$ cat src/psa_pkg.sv
// shared types and constants for the pixel sample accumulator
// no dependencies
package psa_pkg;

  localparam int unsigned WSumW  = 40;
  localparam int unsigned WtW    = 32;
  localparam int unsigned FlatW  = 32;
  localparam int unsigned ColW   = 16;
  localparam int unsigned WeightW = 16;
  localparam int unsigned OutW   = 24;
  localparam int unsigned CoordW = 9;
  localparam int unsigned CfgW   = 9;
  localparam int unsigned WW     = 17;   // rounded product weight, Q2.15
  localparam int unsigned WcW    = WW + ColW;
  localparam int unsigned DivSteps = WSumW;
  localparam int unsigned DivCntW  = 6;
  localparam int unsigned RoundBias = 16384;
  localparam int unsigned WShift    = 15;

  typedef enum logic [1:0] {
    ACT_WADD = 2'd0,
    ACT_FADD = 2'd1,
    ACT_READ = 2'd2,
    ACT_NONE = 2'd3
  } action_e;

  typedef enum logic {
    CFG_WIDTH  = 1'b0,
    CFG_HEIGHT = 1'b1
  } cfg_idx_e;

  typedef enum logic [2:0] {
    ST_CLEAR,
    ST_IDLE,
    ST_CHECK,
    ST_FETCH,
    ST_MUL,
    ST_WRITE,
    ST_DIV,
    ST_RESULT
  } state_e;

  typedef struct packed {
    logic [WSumW-1:0] wsum_r;
    logic [WSumW-1:0] wsum_g;
    logic [WSumW-1:0] wsum_b;
    logic [WtW-1:0]   wt;
    logic [FlatW-1:0] flat_r;
    logic [FlatW-1:0] flat_g;
    logic [FlatW-1:0] flat_b;
  } entry_t;

  typedef struct packed {
    logic capture;
    logic clear_wr;
    logic lookup;
    logic round;
    logic mult;
    logic write;
    logic div_start;
    logic div_step;
    logic load_out;
  } cmd_t;

  typedef struct packed {
    logic clear_last;
    logic skip;
    logic is_read;
    logic div_last;
    logic out_free;
  } stat_t;

endpackage

$ cat src/psa_ctrl.sv
// controller state machine: clearing pass, request sequencing, result handoff
// depends on psa_pkg
module psa_ctrl (
  input  logic            clk_i,
  input  logic            rst_ni,
  input  logic            in_valid_i,
  output logic            in_ready_o,
  input  psa_pkg::stat_t  stat_i,
  output psa_pkg::cmd_t   cmd_o,
  output psa_pkg::state_e state_o
);
  import psa_pkg::*;

  state_e state_q, state_d;

  always_ff @(posedge clk_i or negedge rst_ni) begin
    if (!rst_ni) begin
      state_q <= ST_CLEAR;
    end else begin
      state_q <= state_d;
    end
  end

  always_comb begin
    state_d    = state_q;
    cmd_o      = '0;
    in_ready_o = 1'b0;
    case (state_q)
      ST_CLEAR: begin
        cmd_o.clear_wr = 1'b1;
        if (stat_i.clear_last) state_d = ST_IDLE;
      end
      ST_IDLE: begin
        in_ready_o = 1'b1;
        if (in_valid_i) begin
          cmd_o.capture = 1'b1;
          state_d = ST_CHECK;
        end
      end
      ST_CHECK: begin
        if (stat_i.skip) begin
          state_d = ST_RESULT;
        end else begin
          cmd_o.lookup = 1'b1;
          state_d = ST_FETCH;
        end
      end
      ST_FETCH: begin
        cmd_o.round = 1'b1;
        state_d = ST_MUL;
      end
      ST_MUL: begin
        cmd_o.mult = 1'b1;
        if (stat_i.is_read) begin
          cmd_o.div_start = 1'b1;
          state_d = ST_DIV;
        end else begin
          state_d = ST_WRITE;
        end
      end
      ST_WRITE: begin
        cmd_o.write = 1'b1;
        state_d = ST_RESULT;
      end
      ST_DIV: begin
        cmd_o.div_step = 1'b1;
        if (stat_i.div_last) state_d = ST_RESULT;
      end
      ST_RESULT: begin
        if (stat_i.out_free) begin
          cmd_o.load_out = 1'b1;
          state_d = ST_IDLE;
        end
      end
      default: state_d = ST_CLEAR;
    endcase
  end

  assign state_o = state_q;

endmodule

$ cat config.mk
export PLATFORM = sky130hd
export DESIGN_NAME = psa_ctrl
export DESIGN_NICKNAME = d
export VERILOG_FILES = /design/src/psa_pkg.sv /design/src/psa_ctrl.sv
export SDC_FILE = /design/constraint.sdc
export NUM_CORES = 1
export LEC_CHECK = 0
export BUFFER_PORTS_ARGS = -buffer_cell sky130_fd_sc_hd__buf_4
export CAP_MARGIN = 20
export CORE_AREA = 2 2 39 41
export CTS_BUF_LIST = sky130_fd_sc_hd__clkbuf_8 sky130_fd_sc_hd__clkbuf_16
export DETAILED_ROUTE_END_ITERATION = 7
export DIE_AREA = 0 0 41 43
export GPL_ROUTABILITY_DRIVEN = 0
export GPL_TIMING_DRIVEN = 0
export HOLD_SLACK_MARGIN = 0.15
export PLACE_DENSITY = 0.55
export SYNTH_ARGS = -nofsm -noshare
export SYNTH_HDL_FRONTEND = slang
export SYNTH_SLANG_ARGS = --single-unit
$ cat constraint.sdc
create_clock -name clk_i -period 2.05 [get_ports clk_i]
set_clock_uncertainty 0.1 [all_clocks]
set_input_delay 0 -clock clk_i [delete_from_list [all_inputs] [get_ports clk_i]]
set_output_delay 0 -clock clk_i [all_outputs]
set_load 0.01 [all_outputs]
==> results.md, run 1 <==
* Status: finished, final reports clean
* Slew headroom at 83.5%
* CTS root buf: clkbuf_8
* Critical path endpoint category: flop
* Antenna violations before repair at 0
* Netlist cell types at 18
* Worst-path clk slew at 30 ps
* Crit path from: state_o[1]$_DFFE_PN0P_
* Final Slew Violations at 0
* Post-layout worst setup margin at 291 ps
* Post-DP HPWL at 536 µm
* Fill count at 153
* Crit-path max FO at 7
* DRC at 0
* First-pass GRT wire length at 1240 µm
* Core ar. at 0.00138 mm²
* Ports at 21
* Grt total ovfl at 0
* Peak VDD IR at 0.379 mV
* Vias in the first global route at 325
* Gate Count Post-Synth at 31
* Post-route ant nets at 0
* Top cell by count, worst path: a21oi_1
* Fin crit period at 1760 ps
* CP Class: reg2reg
* Pin count of the biggest net entering global routing at 11
* First drt pass iteration count at 4
* Post-placement cell count at 67
* Final setup violation count at 0
* Fmax achieved at 569 MHz
* Final TNS setup at 0 ps
* Area leader, netlist: dfrtp_1
* Chip height at 43 µm
* Crit-path cells: or3_1 > a21oi_1 > dlygate4sd3_1 > a21oi_1
* CTS Sinks at 3
* Yosys reg bits at 3
* CP Capture Point: state_o[0]$_DFFE_PN0P_
* Setup slack, reg-to-reg at 290 ps
* Setup crit start kind: flop
* Worst-Margin Slew at 245 ps
* P_leak at 0.269 nW
* Slowest stage delay, CP at 560 ps
* Worst-Skew Late Latency at 220 ps
* Number of setup buffers added after CTS at 0
* Synthesized cell area at 241 µm²
* Fin nets at 74
* Syn_area_per_cell at 7.79 µm²
* Htree depth at 1
* Hold Fails Final Rpt at 0
* Ant. Diodes at 0
* Std-Cell Rows at 14
* Port Buffer Count at 20
* Yosys warnings at 0
* Synth Net Count at 39
* Register area at 75.1 µm²
* Pwr per Cell Area at 1270 mW/mm²
* Arrival time worst endpoint at 1760 ps
* Largest register FFs at 3
* Post-layout util at 40.2%
* Die width at 41 µm
* RSZ-0062 raised after global routing: no
* Post-place setup slack at 823 ps
* Detailed router's first-iteration violation count at 6
* DR WL/cell at 9.19 µm
* CTS buffer count at 3
* Worst r2r src: state_o[1]$_DFFE_PN0P_
* Gr usage total at 10.7%
* Largest cells by area after synthesis: dfrtp_1, a21oi_1, a211oi_1
* Cell Count, Final, Fillers Out at 81
* Final clock period utilization by the worst path at 85.8%
* TritonCTS clock tree: done
* Worst Reg2Reg Path Length in Cells at 4
* Crit-path slowest cell: dlygate4sd3_1
* Layout cells sized above 1 at 41.5%
* R2R Path End: state_o[0]$_DFFE_PN0P_
* Sequential share of the synthesized area at 31.1%
* Detailed-route via count at 358
* Clock Path Buffers at 2
* Max-Cap Viols at 0
* Routed vias/inst at 4.42
* Critical Path RT at 2050 ps
* Routed WL at 744 µm
* Worst min path class: in2out
* Synth top area share at 31.1%
* Area grow syn2layout at 131%
* Die Area at 0.00176 mm²
* Area occupied by multi-input gates at 139 µm²
* Starting density of the core at 17.5%
==> worst max-delay path: cells and delay by family (launching register included) <==
family,cells,cell delay [ps]
buf+inv,1,560
flops,1,440
simple gates,1,360
compound gates,2,180
==> layout by cell type, fill, tap and decap left out, types with 3 or more instances in the layout <==
| cell type | n |
|---|---|
| a21oi_1 | 5 |
| buf_4 | 21 |
| clkbuf_8 | 3 |
| dfrtp_1 | 3 |
| dlygate4sd3_1 | 10 |
| nor2_1 | 3 |
==> cell families after synthesis <==
logic type      synth area share (%)
compound gates                  20.7
simple gates                    36.8
buf+inv                         11.4
flops                           31.1
==> how the worst min path moves through the flow <==
stage | start | end | slack (ps) | cells after the start
after floorplan | rst_ni | state_o[0]$_DFFE_PN0P_ | -400 | 0
after global placement | rst_ni | state_o[0]$_DFFE_PN0P_ | -310 | 1
after detailed placement | rst_ni | state_o[0]$_DFFE_PN0P_ | -310 | 1
after CTS | in_valid_i | cmd_o[8] | 210 | 3
after global routing | in_valid_i | cmd_o[8] | 220 | 3
final | in_valid_i | cmd_o[8] | 200 | 3
==> where the power goes <==
part	switching (mW)	internal, mW	leakage, nW
logic	0.188	0.235	0.210
registers	0.0334	0.0859	0.0316
clock network	0.0390	0.127	0.0269
total	0.260	0.448	0.269
==> final cells by class <==
cell class	instances	share of cell area (%)
buffer	3	4.27
clock buffer	3	7.42
clock inverter	1	0.674
inverter	1	0.674
multi-input combinational	24	24.9
sequential	3	13.5
tap	16	3.60
timing repair buffer	30	44.9
==> through the flow <==
step | power [mW] | hold WS [ps] | area, µm²
after floorplan | 0.327 | -396 | 241
after global placement | 0.482 | -308 | 412
after detailed placement | 0.485 | -308 | 412
after CTS | 0.718 | 209 | 557
after global routing | 0.770 | 222 | 557
final | 0.708 | 204 | 557
==> cells in the mapped netlist, drive strengths merged <==
| cell type | number |
|---|---|
| a21oi | 5 |
| buf | 3 |
| dfrtp | 3 |
| nor2 | 3 |
| a211oi | 2 |
| and2 | 2 |
| nand2 | 2 |
| nor3 | 2 |
| nor3b | 2 |
| o21ai | 2 |
| and3 | 1 |
| inv | 1 |
| nor2b | 1 |
| nor4b | 1 |
| or3 | 1 |
==> repair_timing <==
item,4_1_cts,5_1_grt
hold buffers,10,0
hold endpoints to repair,6,0
gates resized for setup,0,0
==> per-layer routing <==
layer | GRT usage, % | share of wire [%] | vias to the layer above
met5 | 0 | 0 | -
met1 | 12.3 | 39 | 163
li1 | - | - | 177
met2 | 14.7 | 50 | 16
met4 | 8.00 | 2.0 | 0
met3 | 4.71 | 9.0 | 2
(Power assumes the default switching activity.)
==> run 2, diff against run 1 <==
--- a/config.mk
+++ b/config.mk
@@ -5,16 +5,16 @@
 export SDC_FILE = /design/constraint.sdc
 export NUM_CORES = 1
 export LEC_CHECK = 0
-export BUFFER_PORTS_ARGS = -buffer_cell sky130_fd_sc_hd__buf_4
 export CAP_MARGIN = 20
 export CORE_AREA = 2 2 39 41
 export CTS_BUF_LIST = sky130_fd_sc_hd__clkbuf_8 sky130_fd_sc_hd__clkbuf_16
 export DETAILED_ROUTE_END_ITERATION = 7
 export DIE_AREA = 0 0 41 43
+export DONT_BUFFER_PORTS = 1
 export GPL_ROUTABILITY_DRIVEN = 0
 export GPL_TIMING_DRIVEN = 0
 export HOLD_SLACK_MARGIN = 0.15
-export PLACE_DENSITY = 0.55
+export PLACE_DENSITY = 0.42
 export SYNTH_ARGS = -nofsm -noshare
 export SYNTH_HDL_FRONTEND = slang
 export SYNTH_SLANG_ARGS = --single-unit
==> run 2 against run 1 <==
  * Largest power group unchanged
  * Largest cell class is now multi-input combinational cells
  * Die area stayed put
  * Hold slack better by 280 ps
  * Critical path type unchanged
  * Utilization down 11 points
==> results.md, run 2 (synthesis gave the netlist of run 1 again) <==
* Status: finished, final reports clean
* Combinational power share at 50.2% (-9.5 points)
* Die width at 41 µm (unchanged)
* Critical Path RT at 2040 ps (about the same)
* Starting density of the core at 17.5% (unchanged)
* Clock Path Buffers at 2 (unchanged)
* Layout cells sized above 1 at 15.6% (-26 points)
* DRC at 0 (unchanged)
* Gr busiest metal: met1
* TritonCTS clock tree: done
* Crit-path max FO at 10 (+3)
* Core ar. at 0.00138 mm² (unchanged)
* CP bufs+invs at 2 (+1)
* M1 GR Usage at 13.4% (+1.1 points)
* Arrival time worst endpoint at 1900 ps (+140 ps)
* Worst r2r src: state_o[1]$_DFFE_PN0P_
* Commonest non-fill, non-tap cells in the layout: dlygate4sd3_1, a21oi_1, nor2_1, clkbuf_8, dfrtp_1
* Ant. Diodes at 0 (unchanged)
* Fmax achieved at 524 MHz (-7.8%)
* Slew headroom at 61.8% (-22 points)
* Slowest stage delay, CP at 560 ps (about the same)
* First-pass GRT wire length at 1170 µm (-6.1%)
* DR WL/cell at 12.4 µm (+35%)
* Fill count at 154 (+0.65%)
* Ports at 21 (unchanged)
* Die Area at 0.00176 mm² (unchanged)
* Area grow syn2layout at 68.4%
* Fin nets at 54 (-27%)
* Setup slack, reg-to-reg at 140 ps (-150 ps)
* Switching share of power at 41.0% (+4.3 points)
* CTS root buf: clkbuf_8
* Critical path endpoint category: flop
* Detailed router's first-iteration violation count at 5 (-1)
* CP Class: reg2reg
* Fin area at 407 µm² (-27%)
* Antenna violations before repair at 0 (unchanged)
* Int Pwr at 353 µW (-21%)
* Pin count of the biggest net entering global routing at 11 (unchanged)
* Largest register FFs at 3 (unchanged)
* Met3 global-route usage at 5.76% (+1.0 points)
* Grt total ovfl at 0 (unchanged)
* Final clock period utilization by the worst path at 93.0% (+7.2 points)
* First drt pass iteration count at 4 (unchanged)
* Clk pwr share at 27.1% (+3.6 points)
* Final setup violation count at 0 (unchanged)
* RSZ-0062 raised after global routing: no
* Worst-path clk slew at 30 ps (about the same)
* Std-Cell Rows at 14 (unchanged)
* Detailed-route via count at 274 (-23%)
* Worst-Skew Late Latency at 210 ps (about the same)
* Post-route ant nets at 0 (unchanged)
* Post-layout util at 29.4% (-11 points)
* Met2 GRT Util at 12.5% (-2.2 points)
* Htree depth at 1 (unchanged)
* Cell Count, Final, Fillers Out at 61 (-25%)
* Post-placement cell count at 47 (-30%)
* Post-place setup slack at 706 ps (-117 ps)
* Fin crit period at 1910 ps (+148 ps)
* Top Family by Delay on Critical Path: buffers and inverters
* Vias in the first global route at 263 (-19%)
* Crit-path cells: buf_4 > nand2_1 > nor2_1 > a21oi_1 > dlygate4sd3_1
* Setup crit start kind: flop
* Crit-path slowest cell: dlygate4sd3_1
* Routed vias/inst at 4.49 (+1.6%)
* CTS Sinks at 3 (unchanged)
* Routed WL at 757 µm (+1.7%)
* Post-layout worst setup margin at 143 ps (-148 ps)
* Pwr per Cell Area at 1470 mW/mm² (+16%)
* Register share of total power at 22.7% (+5.9 points)
* P_leak at 0.163 nW (-39%)
* Max-Cap Viols at 0 (unchanged)
* Final TNS setup at 0 ps (unchanged)
* Port Buffer Count at 0 (-100%)
* CTS buffer count at 3 (unchanged)
* Most common cell after layout, fill and taps aside: dlygate4sd3_1
* Psw at 246 µW (-5.6%)
* Chip height at 43 µm (unchanged)
* Hold Fails Final Rpt at 0 (unchanged)
* R2R Path End: state_o[2]$_DFFE_PN0P_
* Gr usage total at 9.88% (-0.78 points)
* Worst Reg2Reg Path Length in Cells at 5 (+1)
* Peak VDD IR at 0.420 mV (+11%)
* DP Area at 262 µm² (-36%)
* Worst min path class: in2async
* Final Slew Violations at 0 (unchanged)
* Worst-Margin Slew at 566 ps (+321 ps)
-- run 2: cell count changes in the layout (fill, tap and decap cells not counted) --
cell | previous run | this run
buf_4 | 21 | 1
-- run 2: worst max path at each step --
| stage | start | to | slack [ps] | cells past startpoint |
|---|---|---|---|---|
| after CTS | state_o[0]$_DFFE_PN0P_ | state_o[2]$_DFFE_PN0P_ | 150 | 5 |
| after global placement | state_o[0]$_DFFE_PN0P_ | state_o[2]$_DFFE_PN0P_ | 690 | 4 |
| after floorplan | state_o[2]$_DFFE_PN0P_ | cmd_o[8] | 800 | 3 |
| after detailed placement | state_o[0]$_DFFE_PN0P_ | state_o[2]$_DFFE_PN0P_ | 710 | 4 |
| final | state_o[1]$_DFFE_PN0P_ | state_o[2]$_DFFE_PN0P_ | 140 | 5 |
| after global routing | state_o[0]$_DFFE_PN0P_ | state_o[2]$_DFFE_PN0P_ | 40 | 5 |
-- run 2: through the flow --
step           power (mW)  hold slack (ps)
3_5_place_dp        0.375             -396
6_report            0.599              481
3_3_place_gp        0.377             -396
5_1_grt             0.651              509
2_1_floorplan       0.327             -396
4_1_cts             0.605              474
-- run 2: repair_timing --
item                      CTS  global route
hold endpoints to repair   10             0
gates resized for setup     0             0
setup buffers               0             0
hold buffers               10             0
-- run 2: per-layer routing --
| metal | part of all wire [%] | vias to the layer above | wire length (µm) |
|---|---|---|---|
| met2 | 46 | 15 | 345 |
| li1 | - | 136 | - |
| met1 | 44 | 123 | 334 |
| met4 | 0 | 0 | 0 |
| met3 | 10 | 0 | 78 |
| met5 | 0 | - | 0 |
-- run 2: area by class of cell --
type	instances	area, µm²	area share, %
inverter	1	3.75	0.923
clock buffer	3	41.3	10.2
timing repair buffer	10	100	24.6
multi-input combinational	24	139	34.2
clock inverter	1	3.75	0.923
buffer	3	23.8	5.85
sequential	3	75.1	18.5
tap	16	20.0	4.92
-- run 2: worst register-to-register path, cell delays in order, from the launching register on --
cell,delay [ps]
dfrtp_1,500
buf_4,220
nand2_1,80
nor2_1,250
a21oi_1,70
dlygate4sd3_1,560
-- run 2: power groups by stage --
stage / logic [mW] / registers, mW / clock network [mW]
floorplan: 0.201 / 0.127 / 0
global placement: 0.241 / 0.137 / 0
detailed placement: 0.239 / 0.136 / 0
CTS: 0.303 / 0.136 / 0.167
global route: 0.334 / 0.142 / 0.176
finish: 0.301 / 0.136 / 0.162
==> run 3, diff against run 2 <==
==> constraint.sdc (replaced) <==
create_clock -name clk_i -period 2.05 [get_ports clk_i]
set_clock_uncertainty 0.1 [all_clocks]
set_input_delay 0.3075 -clock clk_i [delete_from_list [all_inputs] [get_ports clk_i]]
set_output_delay 0.3075 -clock clk_i [all_outputs]
set_load 0.01 [all_outputs]
==> run 3 against run 2 <==
  * Flip-flop and latch count did not move
  * Via count fell by 13%
  * Non-clock buffer count fell by 9
  * Wire length fell by 5.2%
  * Critical path depth fell by 2
  * Register-to-register slack improved by 560 ps
  * Clock power barely moved
  * Die area did not move
  * Critical endpoint is now cmd_o[8]
  * Largest power group unchanged
==> results.md, run 3 (synthesis gave the netlist of run 1 again) <==
* Status: finished, final reports clean
* Layout cells sized above 1 at 19.4% (+3.9 points)
* Peak VDD IR at 0.389 mV (-7.4%)
* Routed WL at 718 µm (-5.2%)
* Ports at 21 (unchanged)
* CP Class: reg2out
* TritonCTS clock tree: done
* Post-layout worst setup margin at 186 ps (+43.4 ps)
* Fin nets at 45 (-17%)
* Final clock period utilization by the worst path at 90.9% (-2.1 points)
* Gr usage total at 9.26% (-0.61 points)
* CTS root buf: clkbuf_8
* Antenna violations before repair at 0 (unchanged)
* Final Slew Violations at 0 (unchanged)
* DRC at 0 (unchanged)
* Grt total ovfl at 0 (unchanged)
* Worst min path class: in2reg
* Hold Fails Final Rpt at 0 (unchanged)
* Std-Cell Rows at 14 (unchanged)
* Largest register FFs at 3 (unchanged)
* Final setup violation count at 0 (unchanged)
* Commonest non-fill, non-tap cells in the layout: a21oi_1, nor2_1, clkbuf_8, dfrtp_1
* Core ar. at 0.00138 mm² (unchanged)
* First-pass GRT wire length at 1080 µm (-7.7%)
* DR WL/cell at 13.8 µm (+11%)
* Pin count of the biggest net entering global routing at 11 (unchanged)
* Crit-path max FO at 9 (-1)
* Area grow syn2layout at 31.1%
* Most common cell after layout, fill and taps aside: a21oi_1
* Slew headroom at 63.0% (+1.2 points)
* Total Power at 537 µW (-10%)
* Detailed router's first-iteration violation count at 5 (unchanged)
* Routed vias/inst at 4.60 (+2.3%)
* CTS buffer count at 3 (unchanged)
* P_leak at 0.129 nW (-21%)
* Fin crit period at 1860 ps (-43.4 ps)
* Setup crit start kind: flop
* Critical path endpoint category: output port
* Post-route ant nets at 0 (unchanged)
* Max-Cap Viols at 0 (unchanged)
* Worst-Skew Late Latency at 210 ps (about the same)
* Die width at 41 µm (unchanged)
* Ant. Diodes at 0 (unchanged)
* Detailed-route via count at 239 (-13%)
* CTS Sinks at 3 (unchanged)
* Arrival time worst endpoint at 1460 ps (-440 ps)
* Post-place setup slack at 400 ps (-305 ps)
* Vias in the first global route at 253 (-3.8%)
* Starting density of the core at 17.5% (unchanged)
* Die Area at 0.00176 mm² (unchanged)
* Critical Path RT at 1640 ps (-400 ps)
* RSZ-0062 raised after global routing: no
* Clock Path Buffers at 2 (unchanged)
* Final TNS setup at 0 ps (unchanged)
* Htree depth at 1 (unchanged)
* Worst-Margin Slew at 548 ps (-17.9 ps)
* Pwr per Cell Area at 1700 mW/mm² (+15%)
* Worst-path clk slew at 30 ps (about the same)
* Chip height at 43 µm (unchanged)
* Port Buffer Count at 0 (unchanged)
* Fmax achieved at 536 MHz (+2.3%)
* First drt pass iteration count at 4 (unchanged)
## run 3: cell types whose count changed in the layout (fill, tap and decap cells not counted), sizes merged
| cell | delta |
|---|---|
| dlygate4sd3 | -9 |
## run 3: cell type report
cell class                 instances  area [µm²]
clock inverter                     1        3.75
multi-input combinational         24         139
timing repair buffer               1        10.0
fill                             164        1070
clock buffer                       3        41.3
sequential                         3        75.1
tap                               16        20.0
buffer                             3        23.8
inverter                           1        3.75
## run 3: critical path, stage by stage, from the launching register on
cell and delay, ps:
dfrtp_1 410, buf_6 160, nor3b_1 430, and2_1 250
## run 3: metrics by stage
stage	utilization (%)	instance area (µm²)	hold WS (ps)	std cells
5_1_grt	22.9	317	213	52
6_report	22.9	317	192	52
4_1_cts	22.9	317	191	52
2_1_floorplan	-	241	-88.1	31
3_3_place_gp	18.9	262	-88.0	47
3_5_place_dp	18.9	262	-88.0	47
## run 3: power breakdown
group | leakage (nW) | internal [mW] | switching (mW)
combinational | 0.0700 | 0.0897 | 0.151
clock | 0.0269 | 0.127 | 0.0347
sequential | 0.0316 | 0.0857 | 0.0487
total | 0.129 | 0.302 | 0.235
## run 3: path summary, 6_finish.rpt
| check | startpoint | endpoint | slack (ps) | cells after the start |
|---|---|---|---|---|
| worst max register to register | state_o[0]$_DFFE_PN0P_ | state_o[2]$_DFFE_PN0P_ | 700 | 4 |
| worst max-delay path | state_o[2]$_DFFE_PN0P_ | cmd_o[8] | 190 | 3 |
| worst min register to register | state_o[2]$_DFFE_PN0P_ | state_o[0]$_DFFE_PN0P_ | 560 | 2 |
| worst min-delay path | stat_i[2] | state_o[1]$_DFFE_PN0P_ | 190 | 2 |
| min in group asynchronous | rst_ni | state_o[0]$_DFFE_PN0P_ | 250 | 1 |
| max in group asynchronous | rst_ni | state_o[2]$_DFFE_PN0P_ | 1450 | 1 |
## run 3: what timing repair did
action	CTS	global route
hold buffers	1	0
resized for setup	0	0
hold endpoints to repair	3	0
buffers inserted	0	0
## run 3: routing by layer
layer | part of all wire, % | vias to the layer above | track usage, %
met2 | 47 | 12 | 11.6
met3 | 7.8 | 0 | 5.76
met5 | 0 | - | 0
li1 | - | 118 | -
met1 | 45 | 109 | 12.3
met4 | 0 | 0 | 4.00
